## src/cc_pkg.sv

```systemverilog
// ----------------------------------------------------------------------------
// cc_pkg: shared types, constants and helpers
// Queue entry layout, divider request/response, LFSR and jitter helpers for
// the circle contact block.
// ----------------------------------------------------------------------------
`default_nettype none

package cc_pkg;

  localparam int COORD_WIDTH_DEF = 32;
  localparam int QUEUE_DEPTH_DEF = 2;

  localparam logic [15:0] LFSR_SEED   = 16'hACE1;
  localparam logic [15:0] LFSR_TAPS   = 16'hB400;
  localparam logic [15:0] LIMIT_RESET = 16'd1;
  localparam int          JITTER_MAX  = 3277;
  localparam int          JITTER_SPAN = 6555;
  localparam logic [14:0] NORM_MAX    = 15'h7FFF;
  localparam logic [31:0] SHIFT_MAX   = 32'h7FFF_FFFF;

  // classified pair, handed from the front to the back
  typedef struct packed {
    logic        touching;
    logic [30:0] ux;
    logic [30:0] uy;
    logic        negx;
    logic        negy;
    logic [62:0] sum;
    logic [30:0] rsum;
    logic [31:0] ima;
    logic [31:0] imb;
    logic [15:0] bounce;
  } entry_t;

  typedef struct packed {
    logic        start;
    logic        long_div;
    logic [63:0] num;
    logic [32:0] den;
  } div_req_t;

  typedef struct packed {
    logic        done;
    logic [31:0] quot;
  } div_rsp_t;

  typedef struct packed {
    logic [11:0] mag;
    logic        neg;
  } jit_t;

  function automatic logic [15:0] lfsr_step(logic [15:0] l);
    logic [15:0] r;
    r = {1'b0, l[15:1]};
    if (l[0]) r = r ^ LFSR_TAPS;
    return r;
  endfunction

  function automatic jit_t jitter_of(logic [15:0] l);
    logic [28:0] p;
    logic [12:0] j;
    jit_t        r;
    p = 29'(l) * 29'(JITTER_SPAN);
    j = p[28:16];
    if (j >= 13'(JITTER_MAX)) begin
      r.mag = 12'(j - 13'(JITTER_MAX));
      r.neg = 1'b0;
    end else begin
      r.mag = 12'(13'(JITTER_MAX) - j);
      r.neg = 1'b1;
    end
    return r;
  endfunction

endpackage

`default_nettype wire

```

## src/cc_queue.sv

```systemverilog
// ----------------------------------------------------------------------------
// cc_queue: classified pair queue
// Short first-in first-out buffer between the front and the back.
// ----------------------------------------------------------------------------
`default_nettype none

module cc_queue #(
  parameter int DEPTH = 2
) (
  input  wire logic            clk,
  input  wire logic            rst,
  input  wire logic            push,
  input  wire cc_pkg::entry_t  push_entry,
  output logic                 full,
  input  wire logic            pop,
  output cc_pkg::entry_t       head,
  output logic                 not_empty
);
  import cc_pkg::*;

  localparam int AW = (DEPTH > 1) ? $clog2(DEPTH) : 1;
  localparam int CW = $clog2(DEPTH + 1);

  entry_t          slots [DEPTH];
  logic [AW-1:0]   wr_ptr, rd_ptr;
  logic [CW-1:0]   count;

  assign full      = (count == CW'(DEPTH));
  assign not_empty = (count != '0);
  assign head      = slots[rd_ptr];

  always_ff @(posedge clk) begin
    if (rst) begin
      wr_ptr <= '0;
      rd_ptr <= '0;
      count  <= '0;
    end else begin
      // store and advance
      if (push) begin
        slots[wr_ptr] <= push_entry;
        wr_ptr <= (wr_ptr == AW'(DEPTH - 1)) ? '0 : wr_ptr + AW'(1);
      end
      if (pop) rd_ptr <= (rd_ptr == AW'(DEPTH - 1)) ? '0 : rd_ptr + AW'(1);
      if (push && !pop)      count <= count + CW'(1);
      else if (pop && !push) count <= count - CW'(1);
    end
  end

endmodule

`default_nettype wire

```

## config.mk

```make
export PLATFORM = sky130hd
export DESIGN_NAME = cc_queue
export DESIGN_NICKNAME = d
export VERILOG_FILES = /design/src/cc_pkg.sv /design/src/cc_queue.sv
export SDC_FILE = /design/constraint.sdc
export NUM_CORES = 1
export LEC_CHECK = 0
export ABC_AREA = 1
export BUFFER_PORTS_ARGS = -buffer_cell sky130_fd_sc_hd__clkbuf_2
export CAP_MARGIN = 20
export CORE_ASPECT_RATIO = 0.8
export CORE_MARGIN = 4
export CORE_UTILIZATION = 40
export CTS_BUF_LIST = sky130_fd_sc_hd__clkbuf_8
export CTS_CLUSTER_DIAMETER = 50
export CTS_CLUSTER_SIZE = 30
export DETAILED_ROUTE_END_ITERATION = 10
export SYNTH_ARGS = -nofsm -noshare
export SYNTH_HDL_FRONTEND = slang
export SYNTH_SLANG_ARGS = --single-unit
```

## constraint.sdc

```tcl
create_clock -name clk -period 25.4 [get_ports clk]
set_input_delay 5.08 -clock clk [delete_from_list [all_inputs] [get_ports clk]]
set_output_delay 5.08 -clock clk [all_outputs]
set_load 0.02 [all_outputs]
```

==> impl_metrics.py <==
metrics = {
    "pwr": {
        "pwr-share-comb_pct": 12.4,
        "p_seq_share_pct": 56.4,
        "p_leak_nw": 8.74,
        "pwr-share-clk_pct": 31.2,
        "p_per_area_mw_per_mm2": 72.8,
        "internal-power_w": 0.00122,
        "ir_drop_v": 0.0000523,
        "switching_share_pct": 24.7,
        "p_switching_w": 0.000402,
    },
    "global_route": {
        "grt_pass1_wl_um": 54900,
        "use_met2_pct": 24.5,
        "top_usage_layer": "met2",
        "grt_usage_pct": 14.8,
        "grt_use_met3_pct": 6.43,
        "grt_max_degree": 122,
        "overflow": 0,
        "met1_usage_pct": 17.6,
        "antenna_found_initial": 5,
        "grt_pass1_vias": 9148,
    },
    "timing": {
        "slew_viol_final": 0,
        "clock_skew_ps": 26.3,
        "min_period_ps": 8340,
        "setup_viol": 0,
        "rsz0062_at_grt": "false",
        "tightest_slew_ps": 1100,
        "min_period_over_period_pct": 32.8,
        "tns_ps": 0,
        "hold_violations": 0,
        "fmax_mhz": 120,
        "relSlewSlack_pct": 26.5,
    },
    "worst_setup_path": {
        "crit_required_ps": 20320,
        "worstPathMaxFanout": 63,
        "cp.arrival_ps": 3260,
        "critPathTopFamily": "flip-flops",
        "path_buf_inv": 2,
        "crit_type": "reg2out",
        "cp-start-kind": "flop",
        "cp_slowest_cell": "dfxtp_4",
        "r2r_setup_slack_ps": 22710,
        "crit_chain": "buf_4 > mux2_4 > clkbuf_2",
        "endpoint_kind": "output pin",
        "max_stage_delay_ps": 1070,
    },
    "clock_network": {
        "clock-sinks": 483,
        "clock_latency_ps": 600,
        "cts_hold_buf": 0,
        "clockBufferDepth": 3,
        "cts_resized": 0,
        "cts_setup_buffers": 0,
        "cts_tree": "built",
        "clk_pin_slew_ps": 100,
        "root_buffer": "clkbuf_8",
        "cts_buffers": 41,
        "cts_max_level": 2,
    },
    "final_layout": {
        "fillCellCount": 3781,
        "syn_to_final_growth_pct": 21.5,
        "fin_util_pct": 49.7,
        "fin_nets": 1530,
        "regArea_mm2": 0.0145,
        "antennaDiodeCount": 0,
        "multi_input_area_mm2": 0.00356,
        "drive_above_1_share_pct": 61.0,
    },
    "floorplan": {
        "start_util_pct": 40.9,
        "die_w_um": 248,
        "rows": 69,
        "die_y_um": 200,
        "coreArea_mm2": 0.0449,
        "dieArea_mm2": 0.0494,
        "io_pins": 484,
    },
    "synthesis": {
        "ys_seq_elements": 483,
        "yosysSeqAreaShare_pct": 78.7,
        "syn_avg_cell_area_um2": 23.6,
        "syn_nets": 1022,
        "ys_types": 17,
        "synth.cell_area_mm2": 0.0184,
        "synthCells": 778,
        "synth_warnings": 0,
    },
    "routing": {
        "routed_via_density": 4.62,
        "vias": 8888,
        "drc": 0,
        "wl_per_cell_um": 20.2,
        "drt_first_pass_iters": 4,
        "drt_iter0_drc": 438,
        "ant_nets": 0,
        "wl_um": 38800,
    },
    "place": {
        "port_buffers": 483,
        "routabilityCongestion": 0.760,
        "hpwl_um": 26800,
    },
    "hold_path": {
        "hold_class": "reg2reg",
    },
    "job": {
        "max-cap-violations": 0,
    },
    "outcome": {
        "status": "completed",
    },
}
## power groups by stage
stage          Sequential, W  Clock (W)  Combinational (W)
6_report            0.000916   0.000506           0.000201
3_5_place_dp        0.000935          0           0.000204
2_1_floorplan       0.000940          0           0.000141
3_3_place_gp        0.000934          0           0.000203
5_1_grt             0.000919   0.000565           0.000214
4_1_cts             0.000917   0.000528           0.000205
## tightest hold or removal path, stage by stage, from the launching register on
cell	delay (ps)
dfxtp_1	330
nand2_1	60
a21oi_1	60
## logic make-up after synthesis
logic type | after synthesis | synth area share [%]
muxes | 239 | 18.8
and+or+nand+nor | 15 | 0.334
AOI/OAI and AO/OA | 3 | 0.0817
DFF | 483 | 78.7
adders and majority gates | 1 | 0.0681
buffers and inverters | 36 | 2.02
xor gates and xnor gates | 1 | 0.0477
## per-stage QoR
| stage | setup slack, ps | std cells | hold WS, ps | total power [W] | area (um2) |
|---|---|---|---|---|---|
| floorplan | 2770 | 778 | 437 | 0.00108 | 18400 |
| global placement | 17630 | 1846 | 449 | 0.00114 | 21300 |
| detailed placement | 17610 | 1846 | 471 | 0.00114 | 21300 |
| CTS | 16890 | 1922 | 486 | 0.00165 | 22300 |
| global route | 16850 | 1922 | 517 | 0.00170 | 22300 |
| finish | 17060 | 1922 | 484 | 0.00162 | 22300 |
## path summary, 6_finish.rpt
kind               start       endpoint  cells past startpoint
setup / recovery    flop       head[96]                      3
hold / removal    wr_ptr         wr_ptr                      2
setup reg to reg  wr_ptr  slots[1][153]                      4
hold reg to reg   wr_ptr         wr_ptr                      2
## layout by cell type, fill, tap and decap left out, types with 4 or more instances in the layout
cell,synthesis,routed
bufinv_16,0,5
nor2_1,5,4
mux2_4,202,202
clkinv_1,0,4
clkinv_8,0,5
edfxtp_1,478,478
inv_1,9,11
clkbuf_8,0,43
dfxtp_1,5,4
nand2_1,7,7
buf_4,0,7
mux2_2,37,37
clkbuf_2,0,483
inv_6,0,6
## cells in the mapped netlist
cell type / number / area [um2]
edfxtp_1: 478 / 14400
mux2_4: 202 / 3030
mux2_2: 37 / 417
buf_6: 13 / 146
buf_8: 12 / 180
inv_1: 9 / 33.8
nand2_1: 7 / 26.3
dfxtp_1: 5 / 100
nor2_1: 5 / 18.8
a21oi_1: 2 / 10.0
buf_2: 2 / 10.0
ha_1: 1 / 12.5
nand3_1: 1 / 5.00
nand4_1: 1 / 6.26
nor3_1: 1 / 5.00
o21ai_0: 1 / 5.00
xnor2_1: 1 / 8.76
## flip-flops by register name, summed over array words and instances, names as in the netlist, named ones only
signal,count
rd_ptr,1
slots,478
wr_ptr,1
count,2
## routing by layer
metal | vias to the layer above | part of all wire [%]
met5 | - | 0.15
li1 | 4097 | -
met4 | 10 | 2.0
met1 | 4409 | 39
met3 | 58 | 10
met2 | 314 | 49
## cell type report
class                   instances  share of cell area, %
flip-flops and latches        483                   64.8
repair buffers                492                   11.2
inverters                       9                  0.151
clock buffers                  43                   2.65
well taps                     603                   3.38
multi-input cells             259                   15.9
clock inverters                33                   1.84
(Power assumes the default switching activity.)
