**src/cc_pkg.sv**
```systemverilog
// ----------------------------------------------------------------------------
// cc_pkg: shared types, constants and helpers
// Queue entry layout, divider request/response, LFSR and jitter helpers for
// the circle contact block.
// ----------------------------------------------------------------------------
`default_nettype none

package cc_pkg;

  localparam int COORD_WIDTH_DEF = 32;
  localparam int QUEUE_DEPTH_DEF = 2;

  localparam logic [15:0] LFSR_SEED   = 16'hACE1;
  localparam logic [15:0] LFSR_TAPS   = 16'hB400;
  localparam logic [15:0] LIMIT_RESET = 16'd1;
  localparam int          JITTER_MAX  = 3277;
  localparam int          JITTER_SPAN = 6555;
  localparam logic [14:0] NORM_MAX    = 15'h7FFF;
  localparam logic [31:0] SHIFT_MAX   = 32'h7FFF_FFFF;

  // classified pair, handed from the front to the back
  typedef struct packed {
    logic        touching;
    logic [30:0] ux;
    logic [30:0] uy;
    logic        negx;
    logic        negy;
    logic [62:0] sum;
    logic [30:0] rsum;
    logic [31:0] ima;
    logic [31:0] imb;
    logic [15:0] bounce;
  } entry_t;

  typedef struct packed {
    logic        start;
    logic        long_div;
    logic [63:0] num;
    logic [32:0] den;
  } div_req_t;

  typedef struct packed {
    logic        done;
    logic [31:0] quot;
  } div_rsp_t;

  typedef struct packed {
    logic [11:0] mag;
    logic        neg;
  } jit_t;

  function automatic logic [15:0] lfsr_step(logic [15:0] l);
    logic [15:0] r;
    r = {1'b0, l[15:1]};
    if (l[0]) r = r ^ LFSR_TAPS;
    return r;
  endfunction

  function automatic jit_t jitter_of(logic [15:0] l);
    logic [28:0] p;
    logic [12:0] j;
    jit_t        r;
    p = 29'(l) * 29'(JITTER_SPAN);
    j = p[28:16];
    if (j >= 13'(JITTER_MAX)) begin
      r.mag = 12'(j - 13'(JITTER_MAX));
      r.neg = 1'b0;
    end else begin
      r.mag = 12'(13'(JITTER_MAX) - j);
      r.neg = 1'b1;
    end
    return r;
  endfunction

endpackage

`default_nettype wire

```
**src/cc_div.sv**
```systemverilog
// ----------------------------------------------------------------------------
// cc_div: shared restoring divider
// One quotient bit per cycle; 17 bits for normals, 32 bits for mass shares.
// ----------------------------------------------------------------------------
`default_nettype none

module cc_div (
  input  wire logic              clk,
  input  wire logic              rst,
  input  wire cc_pkg::div_req_t  dreq,
  output cc_pkg::div_rsp_t       drsp
);
  import cc_pkg::*;

  logic        busy;
  logic        done;
  logic [63:0] rem;
  logic [64:0] dsh;
  logic [31:0] q;
  logic [5:0]  cnt;
  logic        ge;

  assign ge        = {1'b0, rem} >= dsh;
  assign drsp.done = done;
  assign drsp.quot = q;

  always_ff @(posedge clk) begin
    if (rst) begin
      busy <= 1'b0;
      done <= 1'b0;
    end else begin
      done <= 1'b0;
      if (dreq.start) begin
        rem  <= dreq.num;
        dsh  <= dreq.long_div ? (65'(dreq.den) << 31) : (65'(dreq.den) << 16);
        cnt  <= dreq.long_div ? 6'd32 : 6'd17;
        q    <= '0;
        busy <= 1'b1;
      end else if (busy) begin
        // subtract where it fits, shift in the quotient bit
        if (ge) rem <= rem - dsh[63:0];
        q   <= {q[30:0], ge};
        dsh <= dsh >> 1;
        cnt <= cnt - 6'd1;
        if (cnt == 6'd1) begin
          busy <= 1'b0;
          done <= 1'b1;
        end
      end
    end
  end

endmodule

`default_nettype wire

```
**config.mk**
```make
export PLATFORM = sky130hd
export DESIGN_NAME = cc_div
export DESIGN_NICKNAME = d
export VERILOG_FILES = /design/src/cc_pkg.sv /design/src/cc_div.sv
export SDC_FILE = /design/constraint.sdc
export NUM_CORES = 1
export LEC_CHECK = 0
export CELL_PAD_IN_SITES_DETAIL_PLACEMENT = 0
export CELL_PAD_IN_SITES_GLOBAL_PLACEMENT = 1
export CORE_ASPECT_RATIO = 0.8
export CORE_MARGIN = 1
export CORE_UTILIZATION = 40
export CTS_CLUSTER_SIZE = 10
export DETAILED_ROUTE_END_ITERATION = 16
export DONT_BUFFER_PORTS = 1
export PLACE_DENSITY = 0.66
export SETUP_SLACK_MARGIN = 0.1
export SLEW_MARGIN = 40
export SYNTH_ARGS = -nofsm -noshare
export SYNTH_HDL_FRONTEND = slang
export SYNTH_SLANG_ARGS = --single-unit
```
**constraint.sdc**
```tcl
create_clock -name clk -period 16.85 [get_ports clk]
set_input_delay 4.2125 -clock clk [delete_from_list [all_inputs] [get_ports clk]]
set_output_delay 4.2125 -clock clk [all_outputs]
set_load 0.05 [all_outputs]
```
==> results by group, run 1 <==
Run status
  • Status: completed

Timing
  • Final Cycle Share: 32.5%
  • Max Freq: 0.182 GHz
  • Final setup fails: 0
  • Fin crit period: 5480 ps
  • RSZ-0062 raised after global routing: no
  • Measured slew at the worst slew-check pin: 834 ps
  • Slew HR: 44.3%
  • Max Slew Vio Count: 0
  • Final hold vios: 0
  • Setup TNS Final: 0 ps
  • Clock Skew: 12.9 ps

Finish
  • Ratio of cells with drive above 1 in the final layout: 5.34%
  • Finished Cell Area: 12,200 um2
  • Diode count: 0
  • Post-Layout Cell Count: 1,562
  • Nets: 1,353
  • Fillers: 2,673
  • Area delta synth->final: 7.95%
  • Commonest non-fill, non-tap cell in the layout: edfxtp_1
  • Commonest non-fill, non-tap cells in the layout: 166 x edfxtp_1, 146 x nand2_1, 109 x o21ai_0, 102 x nor2_1

Power
  • P_sw: 423 uW
  • Peak supply drop: 0.0665 mV
  • Switch share: 32.8%
  • Internal power: 866 uW
  • Leakage dissipation: 0.00480 uW
  • Pwr/cell area: 106 nW/um2
  • Clock group share of total power: 33.7%
  • Seq pwr share: 41.4%
  • Gate power share: 24.8%

Route
  • Drt pass-1 iters: 5
  • Routed Antenna Nets: 0
  • DR WL/cell: 20.9 um
  • Final WL: 32,700 um
  • DR vias/cell: 5.61
  • Via count: 8,762
  • DRC: 0
  • 1st-iter DRT viols: 766

Floorplan
  • Row count: 54
  • Ports: 134
  • Die Y: 152 um
  • Initial Util: 41.1%
  • Die W: 190 um
  • Die Area: 29,000 um2
  • Core footprint: 27,500 um2

Clocking
  • Total CTS buffers: 17
  • CTS sink cnt: 168
  • Clk root buf: clkbuf_16
  • Worst-path clk slew: 70 ps
  • Postcts setup bufs: 0
  • Clk_lat worst skew: 450 ps
  • CTS tree: yes
  • CTS Hold Bufs: 0
  • Clk buf depth: 2
  • H-tree Lvls: 4
  • Cts repair resizes: 0

Worst hold path
  • Hold Crit Class: flip-flop to flip-flop
  • Hold path depth: 1

Synthesis
  • Cells after Synth: 1,221
  • Syn. warnings: 0
  • Yosys cell types: 77
  • Syn nets: 1,389
  • Syn_area_per_cell: 9.26 um2
  • Post-synth ARST share: 0%
  • Top_reg_cell synth: edfxtp_1
  • Number of synthesized flops with an enable pin: 166
  • Mapped Area: 11,300 um2
  • Seq/Total Area, Yosys: 44.4%
  • Synth Register Bits: 168

Global routing
  • Initial antenna violation count: 0
  • Largest net degree at the start of global routing: 247
  • First-pass GRT wire length: 49,800 um
  • Total Routing Usage GR: 22.9%
  • Total gr overflow: 0
  • Vias in the first global route: 8,364

Setup path
  • Required time of the worst setup path: 16,920 ps
  • Critical path fanouts, max: 246
  • CP endpoint kind: flip-flop
  • Register-to-Register Path Depth: 12
  • Critical Path Source Type: primary input
  • Crit Path Class: primary input to flip-flop
  • WP data arrival: 5560 ps

Placement
  • Post-Place Cells: 1,530
  • Post-DP HPWL: 24,400 um
  • PortBufs: 0
  • GPL Wtd Cong: 0.879
  • Post-place instance area: 11,600 um2

Job
  • Max-Cap Viols: 0
[layer usage]
metal | vias to the layer above | part of all wire, % | global-route usage (%)
met5 | - | 0 | 0
met4 | 0 | 0.76 | 4.80
met3 | 17 | 7.4 | 5.87
met2 | 241 | 41 | 31.6
met1 | 4178 | 51 | 35.5
li1 | 4326 | - | -
[critical path, cell delays in order]
cell	delay [ps]
nor2_1	150
nor2_4	410
buf_6	600
[Yosys cell counts, types with 3 or more instances]
master     instances  area [um2]
a211oi_1           6        45.0
a21o_1            38         285
a21oi_1           93         465
a311oi_1           4        35.0
a31oi_1           12        75.1
and2_1            12        75.1
and3_1             9        56.3
buf_1              7        26.3
buf_6              6        67.6
clkbuf_1          45         169
edfxtp_1         166        4980
ha_1              66         826
inv_1             93         349
mux2i_1           23         230
nand2_1          146         548
nand2b_1           4        25.0
nand3_1           25         125
nand4_1           18         113
nor2_1           104         390
nor2b_1           39         244
nor3_1            15        75.1
nor3b_1            3        22.5
nor4_1             7        43.8
o2111ai_1          3        26.3
o211ai_1          12        90.1
o21a_1             8        60.1
o21ai_0          109         546
o21ai_1            3        15.0
o21bai_1          19         143
o22ai_1            4        25.0
o31ai_1            9        67.6
or2_2              5        31.3
xnor2_1           31         272
xor2_1            20         175
[metrics by stage]
stage / util, % / hold WS (ps) / setup WS [ps] / total power (uW)
4_1_cts: 44.4 / 485 / 11490 / 1290
5_1_grt: 44.4 / 508 / 11170 / 1350
2_1_floorplan: - / 453 / 7290 / 789
6_report: 44.4 / 483 / 11370 / 1290
3_5_place_dp: 42.1 / 473 / 11030 / 858
3_3_place_gp: 41.9 / 470 / 10480 / 855
[power by group through the flow]
stage,Combinational [uW],Clock (uW),Sequential (uW)
after floorplan,248,0,541
after global placement,312,0,543
after detailed placement,316,0,543
after CTS,317,443,534
after global routing,356,455,537
final,320,435,534
[final timing paths]
path              startpoint  endpoint  slack (ps)
setup / recovery    dreq[98]   dsh[18]       11370
hold / removal          busy      done         480
setup reg to reg     dsh[32]   rem[25]       12650
hold reg to reg         busy      done         480
[cells by family after synthesis]
| logic type | count (synthesis) | synth area share, % |
|---|---|---|
| compound gates | 352 | 19.4 |
| buf+inv | 154 | 5.59 |
| fa+ha+maj | 67 | 7.48 |
| mux | 25 | 2.23 |
| flops | 168 | 44.4 |
| xor+xnor | 51 | 3.95 |
| simple gates | 404 | 16.9 |
[layout make-up]
class | instances | area (um2) | share of cell area, %
multi-input cells | 899 | 5670 | 46.5
well taps | 364 | 455 | 3.73
inverters | 93 | 349 | 2.86
clock buffers | 17 | 425 | 3.48
flip-flops and latches | 168 | 5020 | 41.2
clock inverters | 15 | 211 | 1.73
repair buffers | 6 | 68.8 | 0.564
[registers in the layout (all words and copies together) (netlist names)]
name	cells
busy	1
cnt	6
done	1
dsh	64
q	32
rem	64
Power figures use the tool's default switching activity.
==> run 2, diff against run 1 <==
clock period = 5.7 ns   (was 16.85 ns; I/O delays follow)
==> run 2 against run 1 <==
  * Worst hold slack gained 17 ps
  * Utilization up 0.050 points
  * Die area unchanged
  * Setup slack lost 9900 ps
==> results by group, run 2 (synthesis results as in run 1) <==
Run status
  • Status: completed

Setup path
  • CP endpoint kind: flip-flop
  • Critical Path Source Type: flip-flop
  • Register-to-Register Path Depth: 12
  • Crit Path Class: flip-flop to flip-flop
  • Critical path fanouts, max: 35
  • Reg2reg end: rem[47]
  • R2R setup slack: 1500 ps
  • Worst R2R Start: dsh[34]
  • WP data arrival: 4270 ps
  • Required time of the worst setup path: 5770 ps

Floorplan
  • Row count: 54
  • Ports: 134
  • Core footprint: 27,500 um2
  • Die W: 190 um
  • Initial Util: 41.1%
  • Die Area: 29,000 um2
  • Die Y: 152 um

Clocking
  • CTS tree: yes
  • Clk buf depth: 2
  • Total CTS buffers: 17
  • Worst-path clk slew: 80 ps
  • CTS Hold Bufs: 0
  • CTS sink cnt: 168
  • Clk_lat worst skew: 440 ps
  • Clk root buf: clkbuf_16
  • H-tree Lvls: 4
  • Postcts setup bufs: 0
  • Cts repair resizes: 0

Timing
  • Clock Skew: 16.0 ps
  • Final Cycle Share: 73.7%
  • Setup TNS Final: 0 ps
  • Slew HR: 48.0%
  • Final setup fails: 0
  • Max Slew Vio Count: 0
  • Measured slew at the worst slew-check pin: 775 ps
  • Final hold vios: 0
  • Max Freq: 0.238 GHz
  • Fin crit period: 4200 ps
  • RSZ-0062 raised after global routing: no

Power
  • Gate power share: 25.4%
  • Peak supply drop: 0.208 mV
  • Clock group share of total power: 32.9%
  • P_sw: 1280 uW
  • Pwr/cell area: 308 nW/um2
  • Leakage dissipation: 0.00481 uW
  • Switch share: 33.9%
  • Internal power: 2490 uW
  • Seq pwr share: 41.8%

Global routing
  • First-pass GRT wire length: 50,800 um
  • Total gr overflow: 0
  • Largest net degree at the start of global routing: 247
  • Initial antenna violation count: 1
  • Vias in the first global route: 8,465
  • Total Routing Usage GR: 23.3%

Placement
  • Post-place instance area: 11,600 um2
  • PortBufs: 0
  • Post-DP HPWL: 24,800 um
  • GPL Wtd Cong: 0.855

Route
  • DR WL/cell: 21.3 um
  • DR vias/cell: 5.70
  • Final WL: 33,400 um
  • Routed Antenna Nets: 0
  • Via count: 8,915
  • 1st-iter DRT viols: 674
  • DRC: 0
  • Drt pass-1 iters: 5

Finish
  • Largest registers: dsh (64), rem (64), q (32)
  • Seq. cell area: 5020 um2
  • Commonest non-fill, non-tap cells in the layout: 166 x edfxtp_1, 146 x nand2_1, 109 x o21ai_0, 103 x nor2_1
  • Finished Cell Area: 12,200 um2
  • Multi-input logic area: 5670 um2
  • Ratio of cells with drive above 1 in the final layout: 5.33%
  • Commonest non-fill, non-tap cell in the layout: edfxtp_1
  • Nets: 1,355
  • Area delta synth->final: 8.08%
  • Fillers: 2,641

Worst hold path
  • Hold endpoint: done
  • Hold Crit Class: flip-flop to flip-flop
  • Hold path depth: 1
  • Hold wc startpoint: busy

Job
  • Max-Cap Viols: 0
[run 2: changes by cell type in the layout (fill, tap and decap cells not counted), sizes merged]
cell and delta:
buf +2, bufinv -2, clkinv +2, clkinvlp -2, diode +1, inv +2
[run 2: worst max path at each step]
stage,slack [ps],cells past startpoint,start,end
6_report,1500,12,dsh[34],rem[47]
5_1_grt,1330,12,dsh[33],rem[48]
4_1_cts,1480,12,dsh[34],rem[48]
3_5_place_dp,1490,12,dsh[34],rem[25]
3_3_place_gp,1600,12,dsh[32],rem[23]
2_1_floorplan,670,4,dreq[98],cnt[0]
[run 2: worst max-delay path, cell delays in order, from the launching register on]
cell and delay (ps):
edfxtp_1 370, inv_1 50, ha_1 460, nand4_4 170, or2_1 290, or4_4 540, or4_4 430, o32ai_2 240
a21o_4 210, o311ai_4 100, a211o_1 320, nor3_4 130, buf_4 510
[run 2: layer usage]
metal  part of all wire [%]  vias to the layer above  global-route usage, %
met5                      0                        -                      0
li1                       -                     4332                      -
met4                    1.4                        0                   5.38
met2                     40                      298                   31.5
met3                    7.5                       26                   4.81
met1                     51                     4259                   36.9
[run 2: cell type report]
type,instances,area share (%)
Antenna cell,1,0.0205
Clock buffer,17,3.48
Tap cell,364,3.73
Inverter,93,2.86
Timing Repair Buffer,8,0.819
Multi-Input combinational cell,899,46.4
Sequential cell,168,41.1
Clock inverter,15,1.62
[run 2: power by group through the flow]
| stage | Clock, uW | Sequential, uW | Combinational, uW |
|---|---|---|---|
| after global routing | 1310 | 1580 | 1060 |
| after CTS | 1260 | 1580 | 946 |
| after detailed placement | 0 | 1600 | 940 |
| after global placement | 0 | 1600 | 931 |
| final | 1240 | 1570 | 955 |
| after floorplan | 0 | 1590 | 734 |
[run 2: per-stage QoR]
step	std cells	util (%)	hold WS (ps)	setup slack [ps]	total power, uW
final	1565	44.4	500	1500	3770
after global routing	1565	44.4	521	1330	3950
after CTS	1564	44.4	499	1480	3790
after detailed placement	1532	42.2	478	1490	2540
after global placement	1530	42.0	468	1600	2530
after floorplan	1221	-	453	667	2330
==> run 3, diff against run 2 <==
clock period = 4.05 ns   (was 5.7 ns; I/O delays follow)
==> run 3 against run 2 <==
  * Global-route usage about the same
  * Count of clock-buffer cells in the layout did not move
  * Critical path depth did not move
  * Clock power increased by 40%
  * Via count about the same
  * Sequential power up 41%
  * Non-clock buffer count grew 25
  * Flip-flop and latch count unchanged
  * Highest routed layer unchanged
==> results by group, run 3 (synthesis results as in run 1) <==
Run status
  • Status: completed

Timing
  • Clock Skew: 13.7 ps
  • Final hold vios: 0
  • Max Slew Vio Count: 0
  • Slew HR: 49.2%
  • RSZ-0062 raised after global routing: no
  • Hold WS: 490 ps
  • Measured slew at the worst slew-check pin: 755 ps
  • Final setup fails: 0
  • Fin crit period: 3820 ps
  • Final Cycle Share: 94.4%
  • Max Freq: 0.262 GHz

Floorplan
  • Die Y: 152 um
  • Core footprint: 27,500 um2
  • Initial Util: 41.1%
  • Die Area: 29,000 um2
  • Row count: 54
  • Die W: 190 um
  • Ports: 134

Clocking
  • Worst-path clk slew: 80 ps
  • Clk buf depth: 2
  • Total CTS buffers: 17
  • Clk_lat worst skew: 440 ps
  • CTS sink cnt: 168
  • CTS Hold Bufs: 0
  • Clk root buf: clkbuf_16
  • H-tree Lvls: 4
  • CTS tree: yes

Finish
  • Fillers: 2,640
  • Largest registers: dsh (64), rem (64), q (32)
  • Nets: 1,380
  • Ratio of cells with drive above 1 in the final layout: 7.67%
  • Final Util: 45.5%
  • Diode count: 0
  • Area delta synth->final: 10.6%
  • Commonest non-fill, non-tap cells in the layout: 166 x edfxtp_1, 146 x nand2_1, 109 x o21ai_0, 103 x nor2_1
  • Commonest non-fill, non-tap cell in the layout: edfxtp_1
  • Post-Layout Cell Count: 1,589

Setup path
  • CP endpoint kind: flip-flop
  • WP data arrival: 3960 ps
  • Crit Path Class: flip-flop to flip-flop
  • Critical Path Source Type: flip-flop
  • Required time of the worst setup path: 4190 ps
  • CP delay by family, top: simple AND/OR/NAND/NOR gates
  • WP buf/inv: 2
  • Slowest-stage cell, CP: or4_4
  • Cell mode on critical path: or4_4
  • Critical path fanouts, max: 26
  • Critical-path cell list: ha_1 -> nand4_1 -> or2_1 -> or4_4 -> or4_4 -> o32ai_4 -> a21o_4 -> o311ai_4 -> a211o_1 -> nor3_4 -> buf_4 -> clkbuf_16
  • CP peak stage delay: 540 ps

Power
  • Peak supply drop: 0.302 mV
  • Pwr/cell area: 428 nW/um2
  • Design Power: 5360 uW
  • Leakage dissipation: 0.00494 uW

Route
  • DR vias/cell: 5.61
  • DR WL/cell: 21.1 um
  • Final WL: 33,500 um
  • DRC: 0
  • 1st-iter DRT viols: 822
  • Via count: 8,910
  • Routed Antenna Nets: 0
  • Drt pass-1 iters: 5

Placement
  • PortBufs: 0
  • Post-Place Cells: 1,553
  • GPL Wtd Cong: 0.870
  • Post-DP HPWL: 25,000 um

Job
  • Max-Cap Viols: 0

Global routing
  • Total gr overflow: 0
  • Total Routing Usage GR: 23.2%
  • First-pass GRT wire length: 50,800 um
  • Vias in the first global route: 8,444
  • Initial antenna violation count: 0
  • Largest net degree at the start of global routing: 247

Worst hold path
  • Hold Crit Class: flip-flop to flip-flop
[run 3: cell count changes in the layout (fill, tap and decap cells not counted), sizes merged]
cell / previous run / this run
clkbuf: 17 / 18
inv: 101 / 100
clkinv: 6 / 8
bufinv: 1 / 0
buf: 8 / 32
diode: 1 / 0
[run 3: layout make-up]
class / count / area [um2] / area share [%]
tap: 364 / 455 / 3.64
clock inverter: 15 / 194 / 1.55
inverter: 93 / 349 / 2.79
multi-input combinational: 899 / 5750 / 46.0
sequential: 168 / 5020 / 40.2
timing repair buffer: 33 / 310 / 2.48
clock buffer: 17 / 425 / 3.40
[run 3: per-layer routing]
layer	vias to the layer above	global-route usage (%)	wire (um)
met3	16	5.25	2310
met1	4254	37.3	17600
met4	0	4.26	291
met5	-	0	0
met2	262	31.2	13300
li1	4378	-	-
[run 3: final timing paths]
kind | slack [ps] | cells after the start | endpoint | start
worst max-delay path | 230 | 12 | rem[49] | rem[25]
worst min-delay path | 490 | 1 | done | busy
worst max register to register | 230 | 12 | rem[49] | rem[25]
worst min register to register | 490 | 1 | done | busy
[run 3: repair_timing]
item | in CTS | in global routing
setup buffers | 0 | 2
endpoints found under the setup margin | 0 | 52
gates resized for setup | 0 | 4
[run 3: power by group]
| part | total, uW | internal, uW | switching [uW] |
|---|---|---|---|
| Sequential | 2220 | 2100 | 118 |
| Combinational | 1410 | 555 | 858 |
| Clock | 1730 | 850 | 877 |
[run 3: through the flow]
| step | TNS, ps | setup slack (ps) | area, um2 |
|---|---|---|---|
| 4_1_cts | 0 | 115 | 12400 |
| 3_3_place_gp | 0 | 202 | 11800 |
| 2_1_floorplan | -103190 | -695 | 11400 |
| 6_report | 0 | 226 | 12500 |
| 5_1_grt | 0 | 122 | 12500 |
| 3_5_place_dp | 0 | 131 | 11800 |
